## src/design/wnm_pkg.sv

```systemverilog
`timescale 1ns / 1ps
`default_nettype none

package wnm_pkg;

  localparam int CharW   = 16;
  localparam int WordW   = 64;
  localparam int LenW    = 5;
  localparam int CfgIdxW = 3;
  localparam int CharsPerWord = WordW / CharW;

  localparam logic [CharW-1:0] WildOne = 16'h003F;
  localparam logic [CharW-1:0] WildAny = 16'h002A;

  typedef enum logic [CfgIdxW-1:0] {
    RegWord0  = 3'd0,
    RegWord1  = 3'd1,
    RegWord2  = 3'd2,
    RegWord3  = 3'd3,
    RegLength = 3'd4
  } cfg_reg_e;

  // Signals handed from one pattern position to the next.
  typedef struct packed {
    logic adv;    // position advanced on the current character
    logic clos;   // reached through a star that matches nothing
    logic start;  // part of the start set of the pattern
  } link_t;

  // Case folding limited to ASCII lower-case letters.
  function automatic logic [CharW-1:0] fold(input logic [CharW-1:0] c);
    logic [CharW-1:0] r;
    r = c;
    if ((c >= 16'h0061) && (c <= 16'h007A)) begin
      r = c - 16'h0020;
    end
    return r;
  endfunction

endpackage

`default_nettype wire

```

## src/design/wnm_intf.sv

```systemverilog
`timescale 1ns / 1ps
`default_nettype none

interface wnm_name_if;
  logic                      valid;
  logic                      ready;
  logic [wnm_pkg::CharW-1:0] name_char;
  logic                      end_of_name;

  modport source (output valid, output name_char, output end_of_name, input ready);
  modport sink (input valid, input name_char, input end_of_name, output ready);
endinterface

interface wnm_match_if;
  logic valid;
  logic ready;
  logic matched;

  modport source (output valid, output matched, input ready);
  modport sink (input valid, input matched, output ready);
endinterface

`default_nettype wire

```

## src/design/wnm_cell.sv

```systemverilog
`timescale 1ns / 1ps
`default_nettype none

module wnm_cell (
  input  wire logic                      clk_i,
  input  wire logic                      rst_ni,
  input  wire logic                      char_we_i,
  input  wire logic [wnm_pkg::CharW-1:0] char_i,
  input  wire logic                      en_i,
  input  wire logic                      restart_i,
  input  wire logic                      load_i,
  input  wire logic [wnm_pkg::CharW-1:0] name_char_i,
  input  wire wnm_pkg::link_t            link_i,
  output wnm_pkg::link_t                 link_o,
  output logic                           pos_o
);

  logic [wnm_pkg::CharW-1:0] char_q;
  logic                      act_q;
  logic                      act_d;
  logic                      cur;
  logic                      is_star;
  logic                      hit;
  logic                      nxt;

  always_comb begin
    cur     = restart_i ? link_i.start : act_q;
    is_star = en_i && (char_q == wnm_pkg::WildAny);
    hit     = (char_q == wnm_pkg::WildOne) ||
              (wnm_pkg::fold(char_q) == wnm_pkg::fold(name_char_i));
    nxt     = (cur && is_star) || link_i.adv || link_i.clos;
    link_o.adv   = cur && en_i && !is_star && hit;
    link_o.clos  = nxt && is_star;
    link_o.start = link_i.start && is_star;
    pos_o        = nxt;
    act_d        = load_i ? nxt : act_q;
  end

  always_ff @(posedge clk_i or negedge rst_ni) begin
    if (!rst_ni) begin
      char_q <= '0;
      act_q  <= 1'b0;
    end else begin
      if (char_we_i) begin
        char_q <= char_i;
      end
      act_q <= act_d;
    end
  end

endmodule

`default_nettype wire

```

## src/design/wildcard_name_matcher.sv

```systemverilog
`timescale 1ns / 1ps
`default_nettype none

// Channel    Role    Payload                  Transaction
// name_in    sink    name_char, end_of_name   one name character
// match_out  source  matched                  one result per name
// cfg        write   cfg_idx_i, cfg_data_i    one register write
//
// One name character is taken every cycle; the position set is updated through
// the row of pattern cells in that same cycle, star closure rippling from cell to cell.
// The result for the last character waits in an output
// register backed by one skid entry, so input stalls only when both are full.
// Reset leaves an empty pattern and the start set; a write to any of the five registers also returns to the start set.

module wildcard_name_matcher #(
  parameter int PATTERN_CHARS = 16
) (
  input  wire logic                        clk_i,
  input  wire logic                        rst_ni,
  wnm_name_if.sink                         name_in,
  wnm_match_if.source                      match_out,
  input  wire logic                        cfg_we_i,
  input  wire logic [wnm_pkg::CfgIdxW-1:0] cfg_idx_i,
  input  wire logic [wnm_pkg::WordW-1:0]   cfg_data_i
);

  localparam int PosW = $clog2(PATTERN_CHARS + 1);

  wnm_pkg::link_t           link [PATTERN_CHARS+1];
  logic [PATTERN_CHARS:0]   pos;
  logic [wnm_pkg::LenW-1:0] len_q;
  logic [wnm_pkg::LenW-1:0] len_d;
  logic [PosW-1:0]          len_eff;
  logic                     restart_q;
  logic                     restart_d;
  logic                     cfg_hit;
  logic                     step;
  logic                     load;
  logic                     push;
  logic                     push_val;
  logic                     pop;
  logic                     out_vld_q, out_vld_d;
  logic                     out_q, out_d;
  logic                     skid_vld_q, skid_vld_d;
  logic                     skid_q, skid_d;

  assign cfg_hit = cfg_we_i && (cfg_idx_i <= wnm_pkg::RegLength);
  assign step    = name_in.valid && name_in.ready;
  assign load    = step && !name_in.end_of_name;
  assign len_eff = (len_q > wnm_pkg::LenW'(PATTERN_CHARS)) ?
                   PosW'(PATTERN_CHARS) : PosW'(len_q);

  assign link[0] = '{adv: 1'b0, clos: 1'b0, start: 1'b1};

  for (genvar i = 0; i < PATTERN_CHARS; i++) begin : g_cell
    wnm_cell u_cell (
      .clk_i       (clk_i),
      .rst_ni      (rst_ni),
      .char_we_i   (cfg_we_i && (cfg_idx_i == wnm_pkg::CfgIdxW'(i / wnm_pkg::CharsPerWord))),
      .char_i      (cfg_data_i[(i % wnm_pkg::CharsPerWord)*wnm_pkg::CharW +: wnm_pkg::CharW]),
      .en_i        (PosW'(i) < len_eff),
      .restart_i   (restart_q),
      .load_i      (load),
      .name_char_i (name_in.name_char),
      .link_i      (link[i]),
      .link_o      (link[i+1]),
      .pos_o       (pos[i])
    );
  end

  assign pos[PATTERN_CHARS] = link[PATTERN_CHARS].adv || link[PATTERN_CHARS].clos;

  always_comb begin
    len_d     = len_q;
    restart_d = restart_q;
    if (cfg_we_i && (cfg_idx_i == wnm_pkg::RegLength)) begin
      len_d = cfg_data_i[wnm_pkg::LenW-1:0];
    end
    if (cfg_hit) begin
      restart_d = 1'b1;
    end else if (step) begin
      restart_d = name_in.end_of_name;
    end
  end

  assign push     = step && name_in.end_of_name;
  assign push_val = (len_eff == '0) ? 1'b1 : pos[len_eff];
  assign pop      = out_vld_q && match_out.ready;

  always_comb begin
    out_vld_d  = out_vld_q;
    out_d      = out_q;
    skid_vld_d = skid_vld_q;
    skid_d     = skid_q;
    if (!out_vld_q || pop) begin
      if (skid_vld_q) begin
        out_vld_d  = 1'b1;
        out_d      = skid_q;
        skid_vld_d = 1'b0;
      end else begin
        out_vld_d = push;
        out_d     = push_val;
      end
    end else if (push) begin
      skid_vld_d = 1'b1;
      skid_d     = push_val;
    end
  end

  always_ff @(posedge clk_i or negedge rst_ni) begin
    if (!rst_ni) begin
      len_q      <= '0;
      restart_q  <= 1'b1;
      out_vld_q  <= 1'b0;
      skid_vld_q <= 1'b0;
    end else begin
      len_q      <= len_d;
      restart_q  <= restart_d;
      out_vld_q  <= out_vld_d;
      skid_vld_q <= skid_vld_d;
    end
  end

  always_ff @(posedge clk_i) begin
    out_q  <= out_d;
    skid_q <= skid_d;
  end

  assign name_in.ready   = !skid_vld_q;
  assign match_out.valid = out_vld_q;
  assign match_out.matched = out_q;

endmodule

`default_nettype wire

```

## src/flat_wrapper.sv

```systemverilog
// flat-port wrapper written by rule: the top's interface ports become plain ports
module wildcard_name_matcher_flat 
#(
  parameter int PATTERN_CHARS = 16
)
  (clk_i, rst_ni, cfg_we_i, cfg_idx_i, cfg_data_i, name_in_valid, name_in_name_char, name_in_end_of_name, name_in_ready, match_out_valid, match_out_matched, match_out_ready);
  wnm_name_if name_in_i ();
  wnm_match_if match_out_i ();
  input  wire logic clk_i;
  input  wire logic rst_ni;
  input  wire logic cfg_we_i;
  input  wire logic [wnm_pkg::CfgIdxW-1:0] cfg_idx_i;
  input  wire logic [wnm_pkg::WordW-1:0] cfg_data_i;
  input wire logic [$bits(name_in_i.valid)-1:0] name_in_valid;
  input wire logic [$bits(name_in_i.name_char)-1:0] name_in_name_char;
  input wire logic [$bits(name_in_i.end_of_name)-1:0] name_in_end_of_name;
  output wire logic [$bits(name_in_i.ready)-1:0] name_in_ready;
  output wire logic [$bits(match_out_i.valid)-1:0] match_out_valid;
  output wire logic [$bits(match_out_i.matched)-1:0] match_out_matched;
  input wire logic [$bits(match_out_i.ready)-1:0] match_out_ready;
  assign name_in_i.valid = name_in_valid;
  assign name_in_i.name_char = name_in_name_char;
  assign name_in_i.end_of_name = name_in_end_of_name;
  assign name_in_ready = name_in_i.ready;
  assign match_out_valid = match_out_i.valid;
  assign match_out_matched = match_out_i.matched;
  assign match_out_i.ready = match_out_ready;
  wildcard_name_matcher #(.PATTERN_CHARS(PATTERN_CHARS)) u_core (.clk_i(clk_i), .rst_ni(rst_ni), .name_in(name_in_i), .match_out(match_out_i), .cfg_we_i(cfg_we_i), .cfg_idx_i(cfg_idx_i), .cfg_data_i(cfg_data_i));
endmodule
```

## config.mk

```make
export PLATFORM = sky130hd
export DESIGN_NAME = wildcard_name_matcher_flat
export DESIGN_NICKNAME = d
export VERILOG_FILES = /design/src/design/wnm_pkg.sv /design/src/design/wnm_intf.sv /design/src/design/wnm_cell.sv /design/src/design/wildcard_name_matcher.sv /design/src/flat_wrapper.sv
export SDC_FILE = /design/constraint.sdc
export NUM_CORES = 1
export LEC_CHECK = 0
export BUFFER_PORTS_ARGS = -buffer_cell sky130_fd_sc_hd__buf_2
export CAP_MARGIN = 40
export CORE_MARGIN = 8
export CORE_UTILIZATION = 40
export CTS_CLUSTER_DIAMETER = 150
export DETAILED_ROUTE_END_ITERATION = 16
export HOLD_SLACK_MARGIN = 0.12
export PLACE_DENSITY = 0.63
export SLEW_MARGIN = 40
export SYNTH_ARGS = -nofsm -noshare
export SYNTH_HDL_FRONTEND = slang
export SYNTH_SLANG_ARGS = --single-unit
```

## constraint.sdc

```tcl
create_clock -name clk_i -period 7.3 [get_ports clk_i]
set_clock_uncertainty 0.2 [all_clocks]
set_input_delay 0 -clock clk_i [delete_from_list [all_inputs] [get_ports clk_i]]
set_output_delay 0 -clock clk_i [all_outputs]
set_load 0.02 [all_outputs]
```

### Word-level counts from Yosys, hierarchy flattened

Index checks and enable logic that the tools add are counted.

| word-level totals | value |
|---|---|
| register bits | 282 |
| output and inout bits | 3 |
| input bits | 89 |
| logic and storage cells | 413 |

| cells by class | value |
|---|---|
| order comparisons | 53 |
| bitwise operators | 1 |
| reductions and logical operators | 209 |
| muxes and demuxes | 43 |
| add/subtract/negate cells | 17 |
| equality and inequality tests | 52 |

Operators by type and width:

| kind | count |
|---|---|
| 16-bit by 6-bit equality test with 1-bit output, second input constant | 32 |
| 16-bit by 7-bit >= comparator with 1-bit output, second input constant | 17 |
| 16-bit by 7-bit <= comparator with 1-bit output, second input constant | 17 |
| 16-bit two-way mux | 17 |
| 16-bit by 6-bit subtractor with 16-bit output, second input constant | 17 |
| 16-bit equality test | 16 |
| 1-bit logical AND | 137 |
| 1-bit logical OR | 48 |
| 4-bit by 5-bit less-than comparator with 1-bit output, first input constant | 8 |
| 1-bit two-way mux | 24 |
| 3-bit by 5-bit less-than comparator with 1-bit output, first input constant | 4 |
| 1-bit logical NOT | 19 |
| 1-bit by 5-bit less-than comparator with 1-bit output, first input constant | 2 |
| 2-bit by 5-bit less-than comparator with 1-bit output, first input constant | 2 |
| 3-bit by 2-bit equality test with 1-bit output, second input constant | 2 |
| 5-bit by 6-bit less-than comparator with 1-bit output, second input constant | 1 |
| 1-bit binary-select mux with 5-bit select | 1 |
| 5-bit greater-than comparator, second input constant | 1 |
| 5-bit logical NOT | 1 |
| 5-bit two-way mux | 1 |
| 2-bit nonzero test | 2 |
| 3-bit by 1-bit equality test with 1-bit output, second input constant | 1 |
| 3-bit equality test, second input constant | 1 |
| 3-bit <= comparator, second input constant | 1 |
| other kinds (3) | 3 |

### Longest topological paths before layout

Gate-level depths: netlist of run 1.

| depth | value |
|---|---|
| word-level depth | 43 |
| gate-level depth with buffers | 17 |
| depth with buffers taken out | 15 |

### Modules after synthesis

From an unflattened synthesis of run 1, not the netlist that was laid out.

| unflattened totals | value |
|---|---|
| cell total of the unflattened synthesis | 2068 |
| area, all modules | 19479.9 sq um |

Modules (own cells, without submodules):

| module | area each (sq um) | cells an instance | instances | seq. area each (sq um) |
|---|---|---|---|---|
| wnm_cell | 1166.1 | 123 | 16 | 425.4 |
| wildcard_name_matcher | 822.0 | 100 | 1 | 261.5 |

### Worst setup path before layout of run 1

Ideal clock, no wire load.

| timing | value |
|---|---|
| path kind | reg2reg |
| from | reg u_core.g_cell[6].u_cell.char_q[12] (netlist bit) |
| to | reg u_core.out_q (netlist: u_core.match_out.matched) (data pin) |
| stages on the path, launching flop included | 14 |
| period minus slack after synthesis | 4.146 ns |
| path buffers | 0 |
| setup slack | 3.154 ns |
| arrival time | 3.682 ns |
| library setup time | 0.264 ns |
| data required time | 6.836 ns |
| path through | dfrtp_1 or4_1 or2_1 nor3_2 o31ai_1 a221oi_1 nor4_1 a221oi_1 o22ai_1 or4_4 nor3b_1 a2111oi_4 o21ai_1 o41a_1 |

| on the way | value |
|---|---|
| cells in the longest elaborated chain, start to end | 30 |
| elaborated cells on any way between the ends | 103 |
| those cells by class | add/sub (1); order compare (2); eq/ne (3); mux (14); reduce/logical (83) |

Ends and longest elaborated chain:

| element | RTL line | source |
|---|---|---|
| start: declaration | wnm_cell.sv:18 | `logic [wnm_pkg::CharW-1:0] char_q;` |
| start signal: assignment | wnm_cell.sv:45 | `char_q <= char_i;` |
| 16-bit by 7-bit >= comparator with 1-bit output or 16-bit by 7-bit <= comparator with 1-bit output (tied branches) | wnm_pkg.sv:34 | `if ((c >= 16'h0061) && (c <= 16'h007A)) begin` |
| 1-bit logical AND | wnm_pkg.sv:34 |  |
| 16-bit two-way mux | wnm_pkg.sv:34 |  |
| 16-bit equality test | wnm_cell.sv:30 | `(wnm_pkg::fold(char_q) == wnm_pkg::fold(name_char_i));` |
| 1-bit logical OR | wnm_cell.sv:29 | `hit = (char_q == wnm_pkg::WildOne) \|\|` |
| 1-bit logical AND | wnm_cell.sv:32 | `link_o.adv = cur && en_i && !is_star && hit;` |
| 1-bit logical OR (2 in series) | wnm_cell.sv:31 | `nxt = (cur && is_star) \|\| link_i.adv \|\| link_i.clos;` |
| 1-bit logical AND | wnm_cell.sv:33 | `link_o.clos = nxt && is_star;` |
| [... 13 more ...] | - |  |
| 1-bit logical AND | wnm_cell.sv:33 |  |
| 1-bit logical OR | wnm_cell.sv:31 |  |
| 1-bit logical AND | wnm_cell.sv:33 |  |
| 1-bit logical OR | wildcard_name_matcher.sv:71 | `assign pos[PATTERN_CHARS] = link[PATTERN_CHARS].adv \|\| link[PATTERN_CHARS].clos;` |
| 1-bit binary-select mux with 5-bit select * | wildcard_name_matcher.sv:87 | `assign push_val = (len_eff == '0) ? 1'b1 : pos[len_eff];` |
| 1-bit two-way mux (implied by the code) * | wildcard_name_matcher.sv:87 |  |
| 1-bit two-way mux * | wildcard_name_matcher.sv:87 |  |
| 1-bit two-way mux * | wildcard_name_matcher.sv:96 | `if (skid_vld_q) begin` |
| end signal: assignment | wildcard_name_matcher.sv:125 | `out_q <= out_d;` |
| end: declaration | wildcard_name_matcher.sv:43 | `logic out_q, out_d;` |

Mark *: on every way between the ends. The rest lies on a longest branch, timed or not. The select of a mux whose other input is x is not followed.
A chain may end at the register's enable or synchronous reset.

### Worst setup path in the final report of run 1

| timing | value |
|---|---|
| from | reg u_core.g_cell[1].u_cell.char_q[11] (netlist bit) |
| to | reg u_core.out_q (netlist: u_core.match_out.matched) (data pin) |

| on the way | value |
|---|---|
| cells in the longest elaborated chain, start to end | 40 |
| elaborated cells on any way between the ends | 148 |
| those cells by class | add/sub (1); order compare (2); eq/ne (3); mux (19); reduce/logical (123) |

Ends and longest elaborated chain:

| element | RTL line |
|---|---|
| start: declaration | wnm_cell.sv:18 |
| start signal: assignment | wnm_cell.sv:45 |
| 16-bit by 7-bit >= comparator with 1-bit output or 16-bit by 7-bit <= comparator with 1-bit output (tied branches) | wnm_pkg.sv:34 |
| 1-bit logical AND | wnm_pkg.sv:34 |
| 16-bit two-way mux | wnm_pkg.sv:34 |
| 16-bit equality test | wnm_cell.sv:30 |
| 1-bit logical OR | wnm_cell.sv:29 |
| 1-bit logical AND | wnm_cell.sv:32 |
| 1-bit logical OR (2 in series) | wnm_cell.sv:31 |
| 1-bit logical AND | wnm_cell.sv:33 |
| [... 23 more ...] | - |
| 1-bit logical AND | wnm_cell.sv:33 |
| 1-bit logical OR | wnm_cell.sv:31 |
| 1-bit logical AND | wnm_cell.sv:33 |
| 1-bit logical OR | wildcard_name_matcher.sv:71 |
| 1-bit binary-select mux with 5-bit select * | wildcard_name_matcher.sv:87 |
| 1-bit two-way mux (implied by the code) * | wildcard_name_matcher.sv:87 |
| 1-bit two-way mux * | wildcard_name_matcher.sv:87 |
| 1-bit two-way mux * | wildcard_name_matcher.sv:96 |

Marked as above.

==> summary.md, run 1 <==
| Metric | Value |
|---|---|
| Reg clk slew, reported paths | ~70 ps |
| Hold Slack | between 100 and 150 ps |
| FF/Latch Area | between 7000 and 8000 sq um |
| Fillers | approximately 4300 |
| P&R area growth vs syn | 20.5% |
| Setup crit end kind | flop |
| Die area | approximately 54000 sq um |
| Pleak | between 8 and 9 nW |
| WL/cell | approximately 26 um |
| Die H | roughly 230 um |
| Final instance area | around 23000 sq um |
| Nets | around 2300 |
| Antenna violations before repair | 0 |
| Vias in the first global route | about 17000 |
| Global-route wire length before repair | between 100000 and 150000 um |
| DR vias/cell | approximately 6.2 |
| Sequential area share after synthesis | a little under two fifths |
| CTS Root Cell | clkbuf_16 |
| Crit Path Max Fanout | 8 |
| DR pass1 iterations | 6 |
| Antenna-violating nets left | 0 |
| Via Count | 17400 |
| Clock Latency Late Sink | 560 ps |
| Number of synthesized flops with an enable pin | 2 |
| Post-DP HPWL | roughly 53000 um |
| Num rows | between 70 and 80 |
| H-Tree Depth | 2 |
| Sum of negative setup slack | 0 ps |
| Share of cells above drive strength 1 | 20.4% |
| DRT iter0 DRCs | 1904 |
| CORE AREA | about 46000 sq um |
| Synth async-reset ratio | slightly below 100% |
| Post_cts resized | 0 |
| Multi-input gate area | 11200 sq um |
| Max clock buf depth | 3 |
| Initial Utilization | around two fifths |
| IO Port Bufs | between 90 and 100 |
| R2r worst-path depth | 12 |
| I/O pins | approximately 90 |
| Cell variety after synth | 94 |
| Setup violations, final | 0 |
| Largest net degree at the start of global routing | 110 |
| Worst hold path class | primary input to flop |
| Max_cap viols | 0 |
| Design Power | between 5 and 6 mW |
| Status | finished, final reports clean |
| Cell count after synthesis | 1957 |
| Netlist Area Pre-Place | about 19000 sq um |
| Tcrit/Tclk final | 70.7% |
| #FFs+latches synth | approximately 280 |
| Layout Cells excl Fill | 2799 |
| Cells after DPL | about 2600 |
| Final hold vios | 0 |
| Placed cell area | 19800 sq um |
| Top FF cell, synth | dfrtp_1 |
| TritonCTS buffer count | 35 |
| Average cell area after synthesis | 9.57 sq um |
| GP Congestion | approximately 1 |
| VDD IR max | approximately 0.00018 V |
| WP data required | 7520 ps |
| Routed WL | about 73000 um |
| Clk sinks | around 280 |
| Worst Setup Path Type | flop to flop |
| Slew @ Worst Pin | around 940 ps |
| Power Density | approximately 250 nW/um^2 |
| Slew Limit Fails | 0 |
| Cell depth of the worst hold path | 3 |
| Gr ovfl total | 0 |
| CTS tree | yes |
| Synth warn | 0 |
| Syn_nets | slightly above 2000 |
| Critical Path AT | 5380 ps |
| Drc violations | 0 |
| Die width | 232 um |
| GR Util All Layers | a little over a quarter |
| F_max | a little under 200 MHz |
| RSZ-0062 raised after global routing | no |
| Fin crit period | about 5200 ps |
| Max_slew headroom | around 38% |
| CP startpoint kind | flop |
==> flip-flops by register name, indices dropped and copies added, names as in the netlist <==
signal and count:
u_core.skid_vld_q 1, u_core.restart_q 1, u_core.len_q 5, u_core.match_out.matched 1, u_core.g_cell.u_cell.char_q 256, u_core.g_cell.u_cell.act_q 16
u_core.match_out.valid 1, u_core.skid_q 1
==> routing by layer <==
| metal | vias to the layer above | share of wire, % | track usage, % |
|---|---|---|---|
| li1 | 7722 | - | - |
| met1 | 8766 | 44 | 37.1 |
| met2 | 746 | 46 | 42.6 |
| met3 | 129 | 7.4 | 4.07 |
| met4 | 0 | 3.1 | 8.58 |
| met5 | - | 0 | 0 |
==> per-stage QoR <==
| stage | utilization [%] | worst slack, ps |
|---|---|---|
| after detailed placement | 42.8 | 2010 |
| after global placement | 42.6 | 1940 |
| after CTS | 48.6 | 2280 |
| after global routing | 48.7 | 1710 |
| after floorplan | - | 3150 |
| final | 48.7 | 2140 |
==> critical path, stage by stage, from the launching register on <==
cell and delay [ps]:
dfrtp_1 420, nor4_1 440, nand4_1 430, nor4_2 770, nand3_1 470, o31ai_1 570
nand2_1 150, o21ai_0 310, o211ai_1 210, o21ai_1 300, a311oi_1 130, nor4b_1 440
o41a_1 180
==> cells by family after synthesis <==
kind of cell    count (synthesis)  synth area share [%]
compound gates                367                  13.6
fa+ha+maj                      17                  1.14
mux                           236                  14.1
simple gates                  690                  20.0
flops                         282                  37.7
xor+xnor                      217                  10.1
buf+inv                       148                  3.18
==> path summary, 6_finish.rpt <==
kind / start / slack, ps / end
hold / removal: cfg_data_i[4] / 140 / u_core.len_q[4]$_DFFE_PN0P_
min in group asynchronous: rst_ni / 370 / u_core.g_cell[9].u_cell.char_q[2]$_DFFE_PN0P_
max in group asynchronous: rst_ni / 5640 / u_core.restart_q$_DFFE_PN1P_
hold reg to reg: u_core.g_cell[14].u_cell.act_q$_DFFE_PN0P_ / 280 / u_core.g_cell[14].u_cell.act_q$_DFFE_PN0P_
setup reg to reg: u_core.g_cell[1].u_cell.char_q[11]$_DFFE_PN0P_ / 2140 / u_core.match_out.matched$_DFFE_PN_
setup / recovery: u_core.g_cell[1].u_cell.char_q[11]$_DFFE_PN0P_ / 2140 / u_core.match_out.matched$_DFFE_PN_
==> cell type report <==
cell class,count,share of cell area [%]
sequential,282,31.3
antenna,1,0.0111
clock buffer,50,4.45
tap,607,3.36
inverter,60,0.998
timing repair buffer,258,9.65
clock inverter,14,0.770
multi-input combinational,1527,49.5
==> report_power, final <==
group / internal, mW / leakage (nW) / switching, mW
registers: 1.89 / 3.40 / 0.545
clock network: 1.07 / 0.565 / 0.738
logic: 0.715 / 4.79 / 0.763
==> synth_stat cells, drive strengths merged (26+ instances only) <==
master,n,share of area [%]
dfrtp,279,37
mux2,228,14
nand2,147,2.9
xnor2,116,5.4
xor2,101,4.7
nor2,98,2.0
o21ai,88,2.4
a21oi,79,2.2
nand3,77,2.1
nor4,68,2.4
inv,60,1.2
nand4,60,2.0
nor3,60,1.6
clkbuf,54,1.1
buf,34,0.90
or3,33,1.1
o31ai,26,1.0
==> cell usage in the layout (no fill, tap or decap), types with 17 or more instances in the layout <==
master and instances:
a21oi_1 75, nand3_1 76, clkbuf_16 36, o21ai_0 83, dlygate4sd3_1 149, and3_1 19
nor3_1 57, nand2_1 147, a31oi_1 19, ha_1 17, xor2_1 101, or3_1 32
buf_2 91, nor4_1 60, mux2_2 228, xnor2_1 116, inv_1 60, nor2_1 95
nand4_1 60, dfrtp_1 279, o31ai_1 26
==> repair_timing <==
item,in CTS,in global routing
hold endpoints to repair,465,0
buffers inserted,0,0
hold buffers,150,0
Power figures use the tool's default switching activity.
==> inputs of run 2 (changes only) <==
--- a/config.mk
+++ b/config.mk
@@ -5,6 +5,7 @@
 export SDC_FILE = /design/constraint.sdc
 export NUM_CORES = 1
 export LEC_CHECK = 0
+export ABC_AREA = 1
 export BUFFER_PORTS_ARGS = -buffer_cell sky130_fd_sc_hd__buf_2
 export CAP_MARGIN = 40
 export CORE_MARGIN = 8
==> constraint.sdc (replaced) <==
create_clock -name clk_i -period 4.8 [get_ports clk_i]
set_clock_uncertainty 0.2 [all_clocks]
set_input_delay 0 -clock clk_i [delete_from_list [all_inputs] [get_ports clk_i]]
set_output_delay 0 -clock clk_i [all_outputs]
set_load 0.02 [all_outputs]
==> run 2 against run 1 <==
Die area decreased by 4.0%. Utilization increased by 1.2 points. Worst hold slack got worse by 16 ps. Cell area decreased by 2.2%. Final cell count increased by 20%. Sequential power increased by 39%. Critical path type unchanged. Highest routed layer unchanged.
==> summary.md, run 2 <==
| Metric | Value |
|---|---|
| Gr ovfl total | 0 |
| CTS Root Cell | clkbuf_16 |
| Fillers | between 4000 and 5000 |
| Worst Setup Path Type | flop to flop |
| Sequential area share after synthesis | 39.4% |
| Largest net degree at the start of global routing | 81 |
| Number of synthesized flops with an enable pin | 2 |
| WP data required | 5010 ps |
| Hold Slack | about 130 ps |
| Die width | 228 um |
| Antenna violations before repair | 1 |
| Final hold vios | 0 |
| Most used cell, CP | nand2_2 |
| Placed cell area | between 15000 and 20000 sq um |
| H-Tree Depth | 2 |
| Commonest non-fill, non-tap cell in the layout | nand2_1 |
| Max FFs per register | ~260 |
| Slowest-stage cell, CP | dfrtp_1 |
| Setup crit end kind | flop |
| Ranking of synthesized cells by area | dfrtp_1 39%, nand2_1 12%, o21ai_0 8.8% |
| Sequential power share | 40.9% |
| Drc violations | 0 |
| Max_slew headroom | slightly above 40% |
| CP peak stage delay | between 400 and 500 ps |
| Count leader, synth | nand2_1 |
| DR vias/cell | between 5 and 6 |
| Initial Utilization | 40.5% |
| DRT iter0 DRCs | 1959 |
| Setup violations, final | 0 |
| Internal | roughly 5.3 mW |
| Commonest cells post-synth | 576 x nand2_1, 316 x o21ai_0, 301 x inv_1, 279 x dfrtp_1, 205 x nor2_1 |
| Status | finished, final reports clean |
| Nets | about 2800 |
| Reg clk slew, reported paths | 60 ps |
| Clk sinks | roughly 280 |
| Cell variety after synth | 61 |
| Max clock buf depth | 3 |
| TritonCTS buffer count | 35 |
| Post-DP HPWL | about 48000 um |
| Power Density | roughly 370 nW/um^2 |
| GR Util All Layers | around a quarter |
| RSZ-0062 raised after global routing | yes |
| Routed WL | about 67000 um |
| IO Port Bufs | 91 |
| #FFs+latches synth | 282 |
| Share of cells above drive strength 1 | between 10% and 20% |
| Antenna-violating nets left | 0 |
| Pleak | 10.7 nW |
| Clock Latency Late Sink | between 500 and 600 ps |
| Fin crit period | 4520 ps |
| Post-synth top area cell | dfrtp_1 |
| Final instance area | roughly 22000 sq um |
| Slew Limit Fails | 0 |
| Comb power frac | about a quarter |
| Top reg by flops | u_core.g_cell.u_cell.char_q |
| GP Congestion | between 1 and 1.5 |
| Num rows | between 70 and 80 |
| Cell count after synthesis | between 2000 and 2500 |
| VDD IR max | 0.000315 V |
| CTS tree | yes |
| Synth top area share | about two fifths |
| I/O pins | between 90 and 100 |
| Max_cap viols | 0 |
| P&R area growth vs syn | 23.1% |
| Top FF cell, synth | dfrtp_1 |
| Most frequent cells in the layout | 568 x nand2_1, 313 x o21ai_0, 300 x inv_1, 277 x dfrtp_1, 198 x nor2_1 |
| Tcrit/Tclk final | between 90% and 100% |
| Die area | just over 50000 sq um |
| Worst hold path class | primary input to flop |
| Syn_nets | about 2600 |
| Die H | between 200 and 250 um |
| Switching fraction of total power | between 30 and 40% |
| Synth async-reset ratio | approximately 99% |
| Average cell area after synthesis | 7.22 sq um |
| CP startpoint kind | flop |
| Global-route wire length before repair | 102000 um |
| DR pass1 iterations | 7 |
| Design Power | 8.26 mW |
| F_max | 221 MHz |
| Critical Path AT | roughly 4700 ps |
| Slew @ Worst Pin | about 900 ps |
| WL/cell | 20.0 um |
| Vias in the first global route | between 15000 and 20000 |
| Largest regs | u_core.g_cell.u_cell.char_q (256), u_core.g_cell.u_cell.act_q (16), u_core.len_q (5) |
| Sw Pwr | between 2 and 3 mW |
| Crit Path Max Fanout | 4 |
| Netlist Area Pre-Place | around 18000 sq um |
| Synth warn | 0 |
| Via Count | 18600 |
| CORE AREA | 44200 sq um |
| Clock power share | roughly 34% |
run 2: changes by cell type in the layout (fill, tap and decap cells not counted), moves of 29 or more:
| cell | change |
|---|---|
| nor2_1 | +103 |
| nand2_1 | +421 |
| a21oi_1 | -32 |
| xnor2_1 | -76 |
| or3_1 | -29 |
| nand2_2 | +38 |
| inv_1 | +240 |
| mux2_2 | -222 |
| nand3_1 | +61 |
| o21ai_0 | +230 |
| buf_4 | +94 |
| dlygate4sd3_1 | -41 |
run 2: final cells by class:
class / count / area (sq um) / share of cell area, %
Multi-Input combinational cell: 1794 / 9490 / 43.0
Clock buffer: 47 / 1010 / 4.59
Inverter: 314 / 1190 / 5.37
Sequential cell: 282 / 7070 / 32.0
Timing Repair Buffer: 306 / 2400 / 10.9
Clock inverter: 15 / 171 / 0.776
Tap cell: 592 / 741 / 3.36
Antenna cell: 2 / 5.00 / 0.0227
run 2: kinds of logic (layout without fill, tap and decap cells):
group | Yosys count | in the layout | synth area share, %
AO/OA/AOI/OAI | 444 | 444 | 13.7
XOR/XNOR | 135 | 135 | 6.60
adder cells (fa/ha/maj) | 17 | 17 | 1.19
buffers and inverters | 408 | 682 | 9.02
flip-flops | 282 | 282 | 39.4
multiplexers | 6 | 6 | 0.377
other | 0 | 2 | 0
AND/OR/NAND/NOR | 1191 | 1192 | 29.7
run 2: path summary, 6_finish.rpt:
| kind | cells past startpoint | endpoint | from | slack [ps] |
|---|---|---|---|---|
| max | 47 | u_core.match_out.matched$_DFFE_PN_ | u_core.g_cell[0].u_cell.char_q[10]$_DFFE_PN0P_ | 280 |
| min | 4 | u_core.g_cell[12].u_cell.char_q[14]$_DFFE_PN0P_ | cfg_data_i[14] | 130 |
| max reg2reg | 47 | u_core.match_out.matched$_DFFE_PN_ | u_core.g_cell[0].u_cell.char_q[10]$_DFFE_PN0P_ | 280 |
| min reg2reg | 2 | u_core.g_cell[6].u_cell.char_q[9]$_DFFE_PN0P_ | u_core.g_cell[6].u_cell.char_q[9]$_DFFE_PN0P_ | 280 |
| max in group asynchronous | 4 | u_core.g_cell[4].u_cell.char_q[7]$_DFFE_PN0P_ | rst_ni | 3310 |
| min in group asynchronous | 4 | u_core.g_cell[10].u_cell.char_q[10]$_DFFE_PN0P_ | rst_ni | 400 |
run 2: power by group through the flow:
stage                     clock, mW  sequential, mW  combinational, mW
after floorplan                   0            3.21               1.39
after global placement            0            3.37               1.89
after detailed placement          0            3.38               1.94
after CTS                      2.82            3.35               2.03
after global routing           2.91            3.43               2.39
final                          2.77            3.38               2.11
run 2: stage by stage:
| step | utilization (%) | cells | worst slack, ps | TNS, ps |
|---|---|---|---|---|
| 6_report | 49.9 | 3352 | 280 | 0 |
| 3_5_place_dp | 43.8 | 3151 | 135 | 0 |
| 5_1_grt | 49.9 | 3351 | -147 | -174 |
| 3_3_place_gp | 43.7 | 3150 | 270 | 0 |
| 2_1_floorplan | - | 2483 | 778 | 0 |
| 4_1_cts | 49.0 | 3324 | 114 | 0 |
run 2: routing by layer:
layer | track usage [%] | part of all wire, %
met3 | 4.54 | 7.8
met2 | 38.0 | 44
met4 | 10.6 | 4.4
met1 | 34.2 | 44
met5 | 0 | 0
run 2: worst max-delay path, delay by kind of cell (launching register included):
kind	cells	cell delay, ps
simple gates	47	3700
flops	1	440
run 2: repair_timing:
item                       in CTS  in global routing
setup buffers                   0                 25
gates resized for setup         0                 48
hold endpoints to repair      548                  0
hold buffers                  111                  0
setup endpoints to repair       0                  5
